## src/cc20_pkg.sv

```systemverilog
// shared types, constants and helpers of the chacha20 stream cipher unit
package cc20_pkg;

    localparam int unsigned WORD_W   = 32;
    localparam int unsigned DATA_W   = 64;
    localparam int unsigned CFG_W    = 64;
    localparam int unsigned ADDR_W   = 6;
    localparam int unsigned KS_DEPTH = 8;
    localparam int unsigned KS_AW    = 3;

    // "expand 32-byte k"
    localparam logic [WORD_W-1:0] SIGMA_0 = 32'h6170_7865;
    localparam logic [WORD_W-1:0] SIGMA_1 = 32'h3320_646e;
    localparam logic [WORD_W-1:0] SIGMA_2 = 32'h7962_2d32;
    localparam logic [WORD_W-1:0] SIGMA_3 = 32'h6b20_6574;

    // register indexes (byte address 8*index)
    localparam logic [2:0] REG_KEY_0    = 3'd0;
    localparam logic [2:0] REG_KEY_1    = 3'd1;
    localparam logic [2:0] REG_KEY_2    = 3'd2;
    localparam logic [2:0] REG_KEY_3    = 3'd3;
    localparam logic [2:0] REG_NONCE_LO = 3'd4;
    localparam logic [2:0] REG_NONCE_HI = 3'd5;
    localparam logic [2:0] REG_INIT_CTR = 3'd6;

    typedef enum logic [2:0] {
        S_IDLE,
        S_INIT,
        S_LOAD,
        S_STEP,
        S_STORE,
        S_FEED,
        S_READ,
        S_PUT
    } t_state;

    // quarter-round steps, each with its own rotation
    typedef enum logic [1:0] {
        STEP_R16,
        STEP_R12,
        STEP_R8,
        STEP_R7
    } t_step;

    // state index of member (a, b, c, d) of a quarter round in a column or diagonal round
    function automatic logic [3:0] qr_index(input logic diag, input logic [1:0] lane,
                                            input logic [1:0] member);
        logic [1:0] off;
        off = lane + (diag ? member : 2'd0);
        return {member, off};
    endfunction

endpackage

```

## src/cc20_if.sv

```systemverilog
// valid/ready channels for data words in and result words out
interface cc20_in_if;
    import cc20_pkg::*;

    logic              valid;
    logic              ready;
    logic [DATA_W-1:0] data_in;
    logic              restart;

    modport source (output valid, output data_in, output restart, input ready);
    modport sink   (input valid, input data_in, input restart, output ready);
endinterface

interface cc20_out_if;
    import cc20_pkg::*;

    logic              valid;
    logic              ready;
    logic [DATA_W-1:0] data_out;
    logic              block_end;

    modport source (output valid, output data_out, output block_end, input ready);
    modport sink   (input valid, input data_out, input block_end, output ready);
endinterface

```

## src/chacha20_stream_cipher_unit.sv

```systemverilog
// ChaCha20 (IETF, 96-bit nonce) stream cipher unit: top level.
// Each accepted 64-bit word is XORed with the keystream bytes at its place in the
// current 64-byte block and comes out with block_end set on the eighth word. The
// first word of a block (or any word with restart set) first builds the block's
// keystream: the initial state is loaded into the working words, then every quarter
// round runs as 4 loads, 4 add-xor-rotate steps and 4 stores through one shared step
// unit, four quarter rounds per round, and the initial state is added back into an
// 8 x 64 keystream ram. No new word is taken until that word's result is registered;
// each of the other seven words is read from the keystream ram and registered as a
// result before the next word can be taken. The result register lets a new word be
// accepted while the last result waits. Key, nonce and initial counter are to be
// written over the apb port only while the unit is idle; the unit does not enforce
// this. Registers use 64-bit slots at byte address 8*index, writes beyond are dropped.
module chacha20_stream_cipher_unit #(
    parameter int unsigned ROUND_COUNT = 20
) (
    input  logic                        i_clk,
    input  logic                        i_rst_n,
    input  logic                        psel,
    input  logic                        penable,
    input  logic                        pwrite,
    input  logic [cc20_pkg::ADDR_W-1:0] paddr,
    input  logic [cc20_pkg::CFG_W-1:0]  pwdata,
    output logic [cc20_pkg::CFG_W-1:0]  prdata,
    output logic                        pready,
    cc20_in_if.sink                     i_data_ch,
    cc20_out_if.source                  o_result_ch
);
    import cc20_pkg::*;

    localparam int unsigned RW = (ROUND_COUNT > 1) ? $clog2(ROUND_COUNT) : 1;
    localparam logic [RW-1:0] LAST_ROUND = RW'(ROUND_COUNT - 1);
    localparam logic [3:0] CNT_LAST_WORD   = 4'd15;
    localparam logic [3:0] CNT_LAST_MEMBER = 4'd3;
    localparam logic [1:0] LAST_LANE       = 2'd3;
    localparam logic [2:0] LAST_POS        = 3'd7;

    // configuration registers
    logic [CFG_W-1:0]  r_key_0, r_key_1, r_key_2, r_key_3, r_nonce_lo;
    logic [WORD_W-1:0] r_nonce_hi, r_init_ctr;

    // sequencer and stream position
    t_state            r_state, n_state;
    logic [3:0]        r_cnt;
    logic [1:0]        r_lane;
    logic [RW-1:0]     r_round;
    logic [WORD_W-1:0] r_counter;
    logic [2:0]        r_pos;
    logic [2:0]        r_item_pos;

    // working state and quarter-round operands
    logic [WORD_W-1:0] r_work [16];
    logic [WORD_W-1:0] r_qa, r_qb, r_qc, r_qd;
    logic [WORD_W-1:0] r_lo;
    logic [DATA_W-1:0] r_data;

    // result register
    logic              r_out_valid;
    logic [DATA_W-1:0] r_out_data;
    logic              r_out_end;

    logic              cfg_wr;
    logic [2:0]        cfg_idx;
    logic              in_ready, in_acc;
    logic [2:0]        eff_pos;
    logic              out_load;
    logic [WORD_W-1:0] w_init [16];
    logic [3:0]        qr_idx;
    logic [WORD_W-1:0] work_rd;
    logic              work_we;
    logic [3:0]        work_widx;
    logic [WORD_W-1:0] work_wd;
    logic [WORD_W-1:0] st_x, st_y, st_z, st_sum, st_mix;
    t_step             st_step;
    logic              ram_we, ram_re;
    logic [DATA_W-1:0] ram_rdata;

    // apb decode
    assign pready  = 1'b1;
    assign cfg_idx = paddr[5:3];
    assign cfg_wr  = psel && penable && pwrite && pready;

    always_comb begin
        case (cfg_idx)
            REG_KEY_0:    prdata = r_key_0;
            REG_KEY_1:    prdata = r_key_1;
            REG_KEY_2:    prdata = r_key_2;
            REG_KEY_3:    prdata = r_key_3;
            REG_NONCE_LO: prdata = r_nonce_lo;
            REG_NONCE_HI: prdata = {{(CFG_W-WORD_W){1'b0}}, r_nonce_hi};
            REG_INIT_CTR: prdata = {{(CFG_W-WORD_W){1'b0}}, r_init_ctr};
            default:      prdata = '0;
        endcase
    end

    // initial block state: constants, key, counter, nonce
    always_comb begin
        w_init[0]  = SIGMA_0;
        w_init[1]  = SIGMA_1;
        w_init[2]  = SIGMA_2;
        w_init[3]  = SIGMA_3;
        w_init[4]  = r_key_0[31:0];
        w_init[5]  = r_key_0[63:32];
        w_init[6]  = r_key_1[31:0];
        w_init[7]  = r_key_1[63:32];
        w_init[8]  = r_key_2[31:0];
        w_init[9]  = r_key_2[63:32];
        w_init[10] = r_key_3[31:0];
        w_init[11] = r_key_3[63:32];
        w_init[12] = r_counter;
        w_init[13] = r_nonce_lo[31:0];
        w_init[14] = r_nonce_lo[63:32];
        w_init[15] = r_nonce_hi;
    end

    // handshake
    assign in_ready = (r_state == S_IDLE);
    assign in_acc   = i_data_ch.valid && in_ready;
    assign eff_pos  = i_data_ch.restart ? 3'd0 : r_pos;
    assign out_load = (r_state == S_PUT) && (!r_out_valid || o_result_ch.ready);

    // next state
    always_comb begin
        n_state = r_state;
        case (r_state)
            S_IDLE: begin
                if (in_acc) begin
                    n_state = (eff_pos == 3'd0) ? S_INIT : S_READ;
                end
            end
            S_INIT: begin
                if (r_cnt == CNT_LAST_WORD) n_state = S_LOAD;
            end
            S_LOAD: begin
                if (r_cnt == CNT_LAST_MEMBER) n_state = S_STEP;
            end
            S_STEP: begin
                if (r_cnt == CNT_LAST_MEMBER) n_state = S_STORE;
            end
            S_STORE: begin
                if (r_cnt == CNT_LAST_MEMBER) begin
                    if (r_lane == LAST_LANE && r_round == LAST_ROUND) begin
                        n_state = S_FEED;
                    end else begin
                        n_state = S_LOAD;
                    end
                end
            end
            S_FEED: begin
                if (r_cnt == CNT_LAST_WORD) n_state = S_READ;
            end
            S_READ: begin
                n_state = S_PUT;
            end
            S_PUT: begin
                if (out_load) n_state = S_IDLE;
            end
            default: begin
                n_state = S_IDLE;
            end
        endcase
    end

    // datapath control
    always_comb begin
        qr_idx    = qr_index(r_round[0], r_lane, r_cnt[1:0]);
        work_rd   = r_work[(r_state == S_FEED) ? r_cnt : qr_idx];
        work_we   = 1'b0;
        work_widx = r_cnt;
        work_wd   = w_init[r_cnt];
        st_x      = r_qa;
        st_y      = r_qb;
        st_z      = r_qd;
        st_step   = STEP_R16;
        ram_we    = 1'b0;
        ram_re    = 1'b0;
        case (r_state)
            S_INIT: begin
                work_we = 1'b1;
            end
            S_STEP: begin
                st_step = t_step'(r_cnt[1:0]);
                if (r_cnt[0]) begin
                    st_x = r_qc;
                    st_y = r_qd;
                    st_z = r_qb;
                end
            end
            S_STORE: begin
                work_we   = 1'b1;
                work_widx = qr_idx;
                work_wd   = r_qa;
            end
            S_FEED: begin
                st_x   = work_rd;
                st_y   = w_init[r_cnt];
                st_z   = '0;
                ram_we = r_cnt[0];
            end
            S_READ: begin
                ram_re = 1'b1;
            end
            default: begin
            end
        endcase
    end

    cc20_qstep u_qstep (
        .i_x    (st_x),
        .i_y    (st_y),
        .i_z    (st_z),
        .i_step (st_step),
        .o_sum  (st_sum),
        .o_mix  (st_mix)
    );

    // keystream, one 64-bit entry per data word
    cc20_ram #(
        .WIDTH (DATA_W),
        .DEPTH (KS_DEPTH)
    ) u_ks_ram (
        .i_clk   (i_clk),
        .i_we    (ram_we),
        .i_waddr (r_cnt[3:1]),
        .i_wdata ({st_sum, r_lo}),
        .i_re    (ram_re),
        .i_raddr (r_item_pos),
        .o_rdata (ram_rdata)
    );

    // control registers, configuration and result register
    always_ff @(posedge i_clk) begin
        if (!i_rst_n) begin
            r_state     <= S_IDLE;
            r_cnt       <= '0;
            r_lane      <= '0;
            r_round     <= '0;
            r_counter   <= '0;
            r_pos       <= '0;
            r_item_pos  <= '0;
            r_out_valid <= 1'b0;
            r_key_0     <= '0;
            r_key_1     <= '0;
            r_key_2     <= '0;
            r_key_3     <= '0;
            r_nonce_lo  <= '0;
            r_nonce_hi  <= '0;
            r_init_ctr  <= '0;
        end else begin
            r_state <= n_state;

            if (cfg_wr) begin
                case (cfg_idx)
                    REG_KEY_0:    r_key_0    <= pwdata;
                    REG_KEY_1:    r_key_1    <= pwdata;
                    REG_KEY_2:    r_key_2    <= pwdata;
                    REG_KEY_3:    r_key_3    <= pwdata;
                    REG_NONCE_LO: r_nonce_lo <= pwdata;
                    REG_NONCE_HI: r_nonce_hi <= pwdata[WORD_W-1:0];
                    REG_INIT_CTR: r_init_ctr <= pwdata[WORD_W-1:0];
                    default: begin
                    end
                endcase
            end

            case (r_state)
                S_IDLE: begin
                    r_cnt <= '0;
                    if (in_acc) begin
                        r_item_pos <= eff_pos;
                        if (i_data_ch.restart) r_counter <= r_init_ctr;
                    end
                end
                S_INIT: begin
                    r_cnt   <= r_cnt + 4'd1;
                    r_lane  <= '0;
                    r_round <= '0;
                end
                S_LOAD, S_STEP: begin
                    r_cnt <= (r_cnt == CNT_LAST_MEMBER) ? 4'd0 : r_cnt + 4'd1;
                end
                S_STORE: begin
                    r_cnt <= (r_cnt == CNT_LAST_MEMBER) ? 4'd0 : r_cnt + 4'd1;
                    if (r_cnt == CNT_LAST_MEMBER) begin
                        r_lane <= r_lane + 2'd1;
                        if (r_lane == LAST_LANE) r_round <= r_round + RW'(1);
                    end
                end
                S_FEED: begin
                    r_cnt <= r_cnt + 4'd1;
                end
                S_READ: begin
                    r_pos <= r_item_pos + 3'd1;
                    if (r_item_pos == LAST_POS) r_counter <= r_counter + 32'd1;
                end
                default: begin
                end
            endcase

            if (out_load) begin
                r_out_valid <= 1'b1;
            end else if (o_result_ch.ready) begin
                r_out_valid <= 1'b0;
            end
        end
    end

    // payload registers
    always_ff @(posedge i_clk) begin
        if (in_acc) begin
            r_data <= i_data_ch.data_in;
        end
        if (work_we) begin
            r_work[work_widx] <= work_wd;
        end
        case (r_state)
            S_LOAD: begin
                {r_qa, r_qb, r_qc, r_qd} <= {r_qb, r_qc, r_qd, work_rd};
            end
            S_STEP: begin
                if (r_cnt[0]) begin
                    r_qc <= st_sum;
                    r_qb <= st_mix;
                end else begin
                    r_qa <= st_sum;
                    r_qd <= st_mix;
                end
            end
            S_STORE: begin
                {r_qa, r_qb, r_qc, r_qd} <= {r_qb, r_qc, r_qd, r_qa};
            end
            S_FEED: begin
                if (!r_cnt[0]) r_lo <= st_sum;
            end
            default: begin
            end
        endcase
        if (out_load) begin
            r_out_data <= r_data ^ ram_rdata;
            r_out_end  <= (r_item_pos == LAST_POS);
        end
    end

    // channel outputs
    assign i_data_ch.ready       = in_ready;
    assign o_result_ch.valid     = r_out_valid;
    assign o_result_ch.data_out  = r_out_data;
    assign o_result_ch.block_end = r_out_end;

endmodule

```

## src/cc20_ram.sv

```systemverilog
// generic single-write, single-read ram with registered read data
module cc20_ram #(
    parameter int unsigned WIDTH = 64,
    parameter int unsigned DEPTH = 8
) (
    input  logic                     i_clk,
    input  logic                     i_we,
    input  logic [$clog2(DEPTH)-1:0] i_waddr,
    input  logic [WIDTH-1:0]         i_wdata,
    input  logic                     i_re,
    input  logic [$clog2(DEPTH)-1:0] i_raddr,
    output logic [WIDTH-1:0]         o_rdata
);

    logic [WIDTH-1:0] r_mem [DEPTH];
    logic [WIDTH-1:0] r_rdata;

    // write port and registered read port
    always_ff @(posedge i_clk) begin
        if (i_we) begin
            r_mem[i_waddr] <= i_wdata;
        end
        if (i_re) begin
            r_rdata <= r_mem[i_raddr];
        end
    end

    assign o_rdata = r_rdata;

endmodule

```

## src/cc20_qstep.sv

```systemverilog
// shared add-xor-rotate unit: one quarter-round step per use
module cc20_qstep (
    input  logic [cc20_pkg::WORD_W-1:0] i_x,
    input  logic [cc20_pkg::WORD_W-1:0] i_y,
    input  logic [cc20_pkg::WORD_W-1:0] i_z,
    input  cc20_pkg::t_step             i_step,
    output logic [cc20_pkg::WORD_W-1:0] o_sum,
    output logic [cc20_pkg::WORD_W-1:0] o_mix
);
    import cc20_pkg::*;

    logic [WORD_W-1:0] w_xor;

    // x + y, then (z ^ sum) rotated left by the step's amount
    assign o_sum = i_x + i_y;
    assign w_xor = i_z ^ o_sum;

    always_comb begin
        case (i_step)
            STEP_R16: o_mix = {w_xor[15:0], w_xor[31:16]};
            STEP_R12: o_mix = {w_xor[19:0], w_xor[31:20]};
            STEP_R8:  o_mix = {w_xor[23:0], w_xor[31:24]};
            STEP_R7:  o_mix = {w_xor[24:0], w_xor[31:25]};
            default:  o_mix = w_xor;
        endcase
    end

endmodule

```

## src/flat_wrapper.sv

```systemverilog
// flat-port wrapper written by rule: the top's interface ports become plain ports
module chacha20_stream_cipher_unit_flat import cc20_pkg::*;
#(
    parameter int unsigned ROUND_COUNT = 20
)
  (i_clk, i_rst_n, psel, penable, pwrite, paddr, pwdata, prdata, pready, i_data_ch_valid, i_data_ch_data_in, i_data_ch_restart, i_data_ch_ready, o_result_ch_valid, o_result_ch_data_out, o_result_ch_block_end, o_result_ch_ready);
  cc20_in_if i_data_ch_i ();
  cc20_out_if o_result_ch_i ();
  input  logic i_clk;
  input  logic i_rst_n;
  input  logic psel;
  input  logic penable;
  input  logic pwrite;
  input  logic [cc20_pkg::ADDR_W-1:0] paddr;
  input  logic [cc20_pkg::CFG_W-1:0] pwdata;
  output logic [cc20_pkg::CFG_W-1:0] prdata;
  output logic pready;
  input wire logic [$bits(i_data_ch_i.valid)-1:0] i_data_ch_valid;
  input wire logic [$bits(i_data_ch_i.data_in)-1:0] i_data_ch_data_in;
  input wire logic [$bits(i_data_ch_i.restart)-1:0] i_data_ch_restart;
  output wire logic [$bits(i_data_ch_i.ready)-1:0] i_data_ch_ready;
  output wire logic [$bits(o_result_ch_i.valid)-1:0] o_result_ch_valid;
  output wire logic [$bits(o_result_ch_i.data_out)-1:0] o_result_ch_data_out;
  output wire logic [$bits(o_result_ch_i.block_end)-1:0] o_result_ch_block_end;
  input wire logic [$bits(o_result_ch_i.ready)-1:0] o_result_ch_ready;
  assign i_data_ch_i.valid = i_data_ch_valid;
  assign i_data_ch_i.data_in = i_data_ch_data_in;
  assign i_data_ch_i.restart = i_data_ch_restart;
  assign i_data_ch_ready = i_data_ch_i.ready;
  assign o_result_ch_valid = o_result_ch_i.valid;
  assign o_result_ch_data_out = o_result_ch_i.data_out;
  assign o_result_ch_block_end = o_result_ch_i.block_end;
  assign o_result_ch_i.ready = o_result_ch_ready;
  chacha20_stream_cipher_unit #(.ROUND_COUNT(ROUND_COUNT)) u_core (.i_clk(i_clk), .i_rst_n(i_rst_n), .psel(psel), .penable(penable), .pwrite(pwrite), .paddr(paddr), .pwdata(pwdata), .prdata(prdata), .pready(pready), .i_data_ch(i_data_ch_i), .o_result_ch(o_result_ch_i));
endmodule
```

## config.mk

```make
export PLATFORM = sky130hd
export DESIGN_NAME = chacha20_stream_cipher_unit_flat
export DESIGN_NICKNAME = d
export VERILOG_FILES = /design/src/cc20_pkg.sv /design/src/cc20_if.sv /design/src/chacha20_stream_cipher_unit.sv /design/src/cc20_ram.sv /design/src/cc20_qstep.sv /design/src/flat_wrapper.sv
export SDC_FILE = /design/constraint.sdc
export NUM_CORES = 2
export LEC_CHECK = 0
export BUFFER_PORTS_ARGS = -buffer_cell sky130_fd_sc_hd__buf_2
export CAP_MARGIN = 10
export CORE_ASPECT_RATIO = 1.1
export CORE_MARGIN = 2
export CORE_UTILIZATION = 60
export CTS_CLUSTER_DIAMETER = 50
export CTS_CLUSTER_SIZE = 16
export DETAILED_ROUTE_END_ITERATION = 8
export GPL_ROUTABILITY_DRIVEN = 0
export PLACE_DENSITY_LB_ADDON = 0.05
export SLEW_MARGIN = 20
export SYNTH_ARGS = -nofsm -noshare
export SYNTH_HDL_FRONTEND = slang
export SYNTH_SLANG_ARGS = --single-unit
```

## constraint.sdc

```tcl
create_clock -name i_clk -period 8 [get_ports i_clk]
set_input_delay 2.4 -clock i_clk [delete_from_list [all_inputs] [get_ports i_clk]]
set_output_delay 2.4 -clock i_clk [all_outputs]
set_load 0.05 [all_outputs]
```

==> impl_results.html <==
<table>
<tr><th>Metric</th><th>Value</th></tr>
<tr><th colspan="2">Outcome</th></tr>
<tr><td>Result of the run</td><td>finished, final reports clean</td></tr>
<tr><th colspan="2">Critical path</th></tr>
<tr><td>Endpoint type of the worst setup path</td><td>output port</td></tr>
<tr><td>Data arrival at the endpoint of the critical path</td><td>4850 ps</td></tr>
<tr><td>Data required, critical path</td><td>between 5000 and 6000 ps</td></tr>
<tr><td>Peak fanout along the critical path</td><td>31</td></tr>
<tr><td>Worst reg2reg startpoint</td><td>u_core.r_cnt[0]</td></tr>
<tr><td>Startpoint of the worst setup timing path</td><td>paddr[4]</td></tr>
<tr><td>Critical path startpoint category</td><td>primary input</td></tr>
<tr><td>Kind of critical path</td><td>in -&gt; out</td></tr>
<tr><th colspan="2">Synth</th></tr>
<tr><td>Count of state elements after synthesis</td><td>1,814</td></tr>
<tr><td>Net Count, Synth</td><td>6,781</td></tr>
<tr><td>Library cell with the largest summed area after synthesis</td><td>edfxtp_1</td></tr>
<tr><td>Number of enable-type register cells in the synthesized netlist</td><td>roughly 1,400</td></tr>
<tr><td>Largest cells by area after synthesis</td><td>edfxtp_1, dfxtp_1, nand2_1, mux4_2, a21boi_0</td></tr>
<tr><td>Post-Syn Area per Cell</td><td>between 10 and 15 sq um</td></tr>
<tr><td>Number of distinct library cell variants in the gate-level netlist after synthesis</td><td>98</td></tr>
<tr><td>Portion of the post-synthesis area used by sequential elements</td><td>roughly three fifths</td></tr>
<tr><td>Top-area cell type share of the netlist area</td><td>approximately half</td></tr>
<tr><td>Netlist area before placement</td><td>about 81,000 sq um</td></tr>
<tr><td>Number of cells produced by synthesis</td><td>approximately 6,600</td></tr>
<tr><td>Ranking of synthesized cells by instance count</td><td>nand2_1, edfxtp_1, dfxtp_1, a21boi_0, clkbuf_1</td></tr>
<tr><td>Most common cell in the netlist</td><td>nand2_1</td></tr>
<tr><td>Main synth FF type</td><td>edfxtp_1</td></tr>
<tr><td>Async set-or-reset flop fraction in the synthesized netlist</td><td>0%</td></tr>
<tr><td>Warnings, synthesis</td><td>0</td></tr>
<tr><th colspan="2">CTS</th></tr>
<tr><td>Clock latency on the worst-skew pair</td><td>about 830 ps</td></tr>
<tr><td>Count of hold buffers inserted by post-cts repair</td><td>0</td></tr>
<tr><td>Register clock-pin slew on the reported worst setup and hold paths</td><td>around 60 ps</td></tr>
<tr><td>Setup fix buffers added after clock tree synthesis</td><td>0</td></tr>
<tr><td>Clock buffers created by TritonCTS</td><td>approximately 170</td></tr>
<tr><td>Cell chosen for the clock root</td><td>clkbuf_16</td></tr>
<tr><td>Clk sinks</td><td>1,814</td></tr>
<tr><td>Longest Clk Path Bufs</td><td>3</td></tr>
<tr><td>H-tree levels</td><td>4</td></tr>
<tr><td>TritonCTS clock tree</td><td>yes</td></tr>
<tr><td>Resize count post-CTS</td><td>0</td></tr>
<tr><th colspan="2">Global routing</th></tr>
<tr><td>All-Layer GR Usage</td><td>about 34%</td></tr>
<tr><td>GRT met2 Usage</td><td>approximately 54%</td></tr>
<tr><td>Global-route wire length before repair</td><td>about 350 mm</td></tr>
<tr><td>Via count of the first global-routing pass</td><td>54,500</td></tr>
<tr><td>Maximum number of pins on one net before global-route repair</td><td>210</td></tr>
<tr><td>Peak-usage layer in the global routing report</td><td>met2</td></tr>
<tr><td>Global-route met3 utilization</td><td>under 10%</td></tr>
<tr><td>Met1 layer usage reported by global route</td><td>roughly 45%</td></tr>
<tr><td>Initial antenna violation count</td><td>24</td></tr>
<tr><td>Global-route congestion overflow total</td><td>0</td></tr>
<tr><th colspan="2">Routing</th></tr>
<tr><td>DRC Markers</td><td>0</td></tr>
<tr><td>Antenna Nets Post-Route</td><td>0</td></tr>
<tr><td>Drt first pass iters</td><td>8</td></tr>
<tr><td>Detailed Route Iter0 Violations</td><td>7,122</td></tr>
<tr><td>Total wirelength of the detailed-routed design</td><td>234 mm</td></tr>
<tr><td>Routed wire length per instance</td><td>26.8 um</td></tr>
<tr><td>Vias/cell</td><td>6.47</td></tr>
<tr><td>Via total after detailed routing</td><td>~57,000</td></tr>
<tr><th colspan="2">Timing</th></tr>
<tr><td>Slew of the pin with the lowest slew margin</td><td>between 1000 and 1500 ps</td></tr>
<tr><td>RSZ-0062 raised after global routing</td><td>false</td></tr>
<tr><td>Final period util</td><td>90.6%</td></tr>
<tr><td>Final Max Slew Viols</td><td>0</td></tr>
<tr><td>Fin crit period</td><td>a little over 7000 ps</td></tr>
<tr><td>Hold_ws</td><td>around 480 ps</td></tr>
<tr><td>Post-Route Skew</td><td>31.2 ps</td></tr>
<tr><td>Max-Slew Margin vs Limit</td><td>between 10% and 20%</td></tr>
<tr><td>Number of setup violations in the final report</td><td>0</td></tr>
<tr><td>Fin. Hold Viols</td><td>0</td></tr>
<tr><td>Setup total negative slack</td><td>0 ps</td></tr>
<tr><td>Maximum frequency from static timing analysis</td><td>~140 MHz</td></tr>
<tr><td>Setup WS post-layout</td><td>around 750 ps</td></tr>
<tr><th colspan="2">Power</th></tr>
<tr><td>Power per standard cell area</td><td>roughly 400 nW/um^2</td></tr>
<tr><td>Leakage power figure</td><td>~31 nW</td></tr>
<tr><td>PnR Total Power</td><td>between 30 and 40 mW</td></tr>
<tr><td>Peak supply drop</td><td>~0.39 mV</td></tr>
<tr><th colspan="2">Final layout</th></tr>
<tr><td>Proportion of layout cells with a drive suffix above 1</td><td>between 10% and 20%</td></tr>
<tr><td>Post-Route Utilization</td><td>between 60% and 70%</td></tr>
<tr><td>Area growth from synthesis to layout</td><td>12.2%</td></tr>
<tr><td>Filler cell count</td><td>9,784</td></tr>
<tr><td>Fin nets</td><td>7,007</td></tr>
<tr><td>Non-Filler Cell Area, Final</td><td>approximately 91,000 sq um</td></tr>
<tr><td>Fin cells</td><td>8,736</td></tr>
<tr><th colspan="2">Placed design</th></tr>
<tr><td>Place WS</td><td>865 ps</td></tr>
<tr><td>Detailed Place HPWL</td><td>roughly 140 mm</td></tr>
<tr><td>Instance area at placement</td><td>about 85,000 sq um</td></tr>
<tr><td>Buffers on Ports</td><td>between 200 and 300</td></tr>
<tr><td>Cell Count Post-Placement</td><td>about 8,400</td></tr>
<tr><th colspan="2">Floorplanning</th></tr>
<tr><td>Horizontal die dimension</td><td>approximately 350 um</td></tr>
<tr><td>I/O pin count</td><td>about 270</td></tr>
<tr><td>Die Outline Area</td><td>138,000 sq um</td></tr>
<tr><td>Core box area</td><td>around 130,000 sq um</td></tr>
<tr><td>Floorplan die height</td><td>just under 400 um</td></tr>
<tr><td>Initial standard-cell utilization of the core</td><td>approximately three fifths</td></tr>
<tr><td>Row count</td><td>141</td></tr>
<tr><th colspan="2">Job</th></tr>
<tr><td>Max-cap violations</td><td>0</td></tr>
<tr><th colspan="2">Hold path</th></tr>
<tr><td>Hold path startpoint</td><td>u_core.r_key_3[39]</td></tr>
<tr><td>Class of the tightest hold or removal check</td><td>reg -&gt; reg</td></tr>
</table>
## layer usage
layer / part of all wire (%) / vias up
met3: 9.3 / 596
met4: 5.1 / 18
li1: - / 24900
met2: 48 / 2940
met1: 38 / 28100
met5: 0.044 / -
## cells by family after synthesis
family                     synth area share (%)
other                                   0.00463
buffers and inverters                      2.77
adders and majority gates                 0.704
and+or+nand+nor                            11.2
AOI/OAI and AO/OA                          12.1
muxes                                      9.81
xor gates and xnor gates                   1.57
DFF                                        61.9
## state kept, by name (all words and copies together), names as in the netlist, 64 cells and up
name / cells
u_core.r_key_3: 64
u_core.r_key_2: 64
u_core.r_key_1: 64
u_core.r_work: 512
u_core.r_data: 64
u_core.r_nonce_lo: 64
u_core.u_ks_ram.o_rdata: 64
u_core.o_result_ch.data_out: 64
u_core.r_key_0: 64
u_core.u_ks_ram.r_mem: 512
## cell usage in the layout (no fill, tap or decap), types with 16 or more instances in the layout
| cell | n |
|---|---|
| a21boi_0 | 392 |
| a21o_1 | 46 |
| a21oi_1 | 183 |
| a222oi_1 | 35 |
| a22o_1 | 23 |
| a22oi_1 | 133 |
| a311oi_1 | 86 |
| a31oi_1 | 52 |
| and2_1 | 34 |
| and3_1 | 86 |
| buf_12 | 20 |
| buf_2 | 261 |
| buf_4 | 243 |
| clkbuf_1 | 21 |
| clkbuf_16 | 174 |
| clkinv_2 | 26 |
| dfxtp_1 | 430 |
| edfxtp_1 | 1377 |
| ha_1 | 44 |
| inv_1 | 100 |
| inv_6 | 16 |
| mux2_2 | 114 |
| mux2i_1 | 92 |
| mux4_2 | 255 |
| nand2_1 | 1546 |
| nand3_1 | 162 |
| nor2_1 | 191 |
| nor2_4 | 21 |
| nor2b_1 | 26 |
| nor3_1 | 32 |
| o211ai_1 | 31 |
| o21ai_0 | 189 |
| o221a_2 | 19 |
| o22ai_1 | 22 |
| xnor2_1 | 34 |
| xor2_1 | 89 |
## layout make-up
cell class                 instances  area (sq um)  share of cell area, %
sequential                      1814         50100                   55.1
clock buffer                     196          4450                   4.89
inverter                         103           390                  0.429
tap                             1787          2240                   2.46
timing repair buffer             527          3580                   3.94
multi-input combinational       4208         29100                   32.0
antenna                           10          25.0                 0.0275
clock inverter                    91          1040                   1.14
## worst max-delay path: stages
cell     delay (ps)
buf_4           430
nor2b_2         260
and2_1          520
buf_4           360
a21oi_1         120
o21ai_0         310
buf_2           400
## final timing paths
check,end,slack (ps),cells after the start
max,prdata[31],750,7
min reg2reg,u_core.r_key_3[39],480,2
max reg2reg,u_core.r_qd[29],930,19
min,u_core.r_key_3[39],480,2
## where the power goes
group | switching [mW] | total [mW] | internal, mW
Combinational | 9.51 | 14.3 | 4.74
Sequential | 0.523 | 13.6 | 13.0
Clock | 3.63 | 8.12 | 4.49
Total | 13.7 | 35.9 | 22.3
No activity file was read; power rests on OpenSTA's default activity.
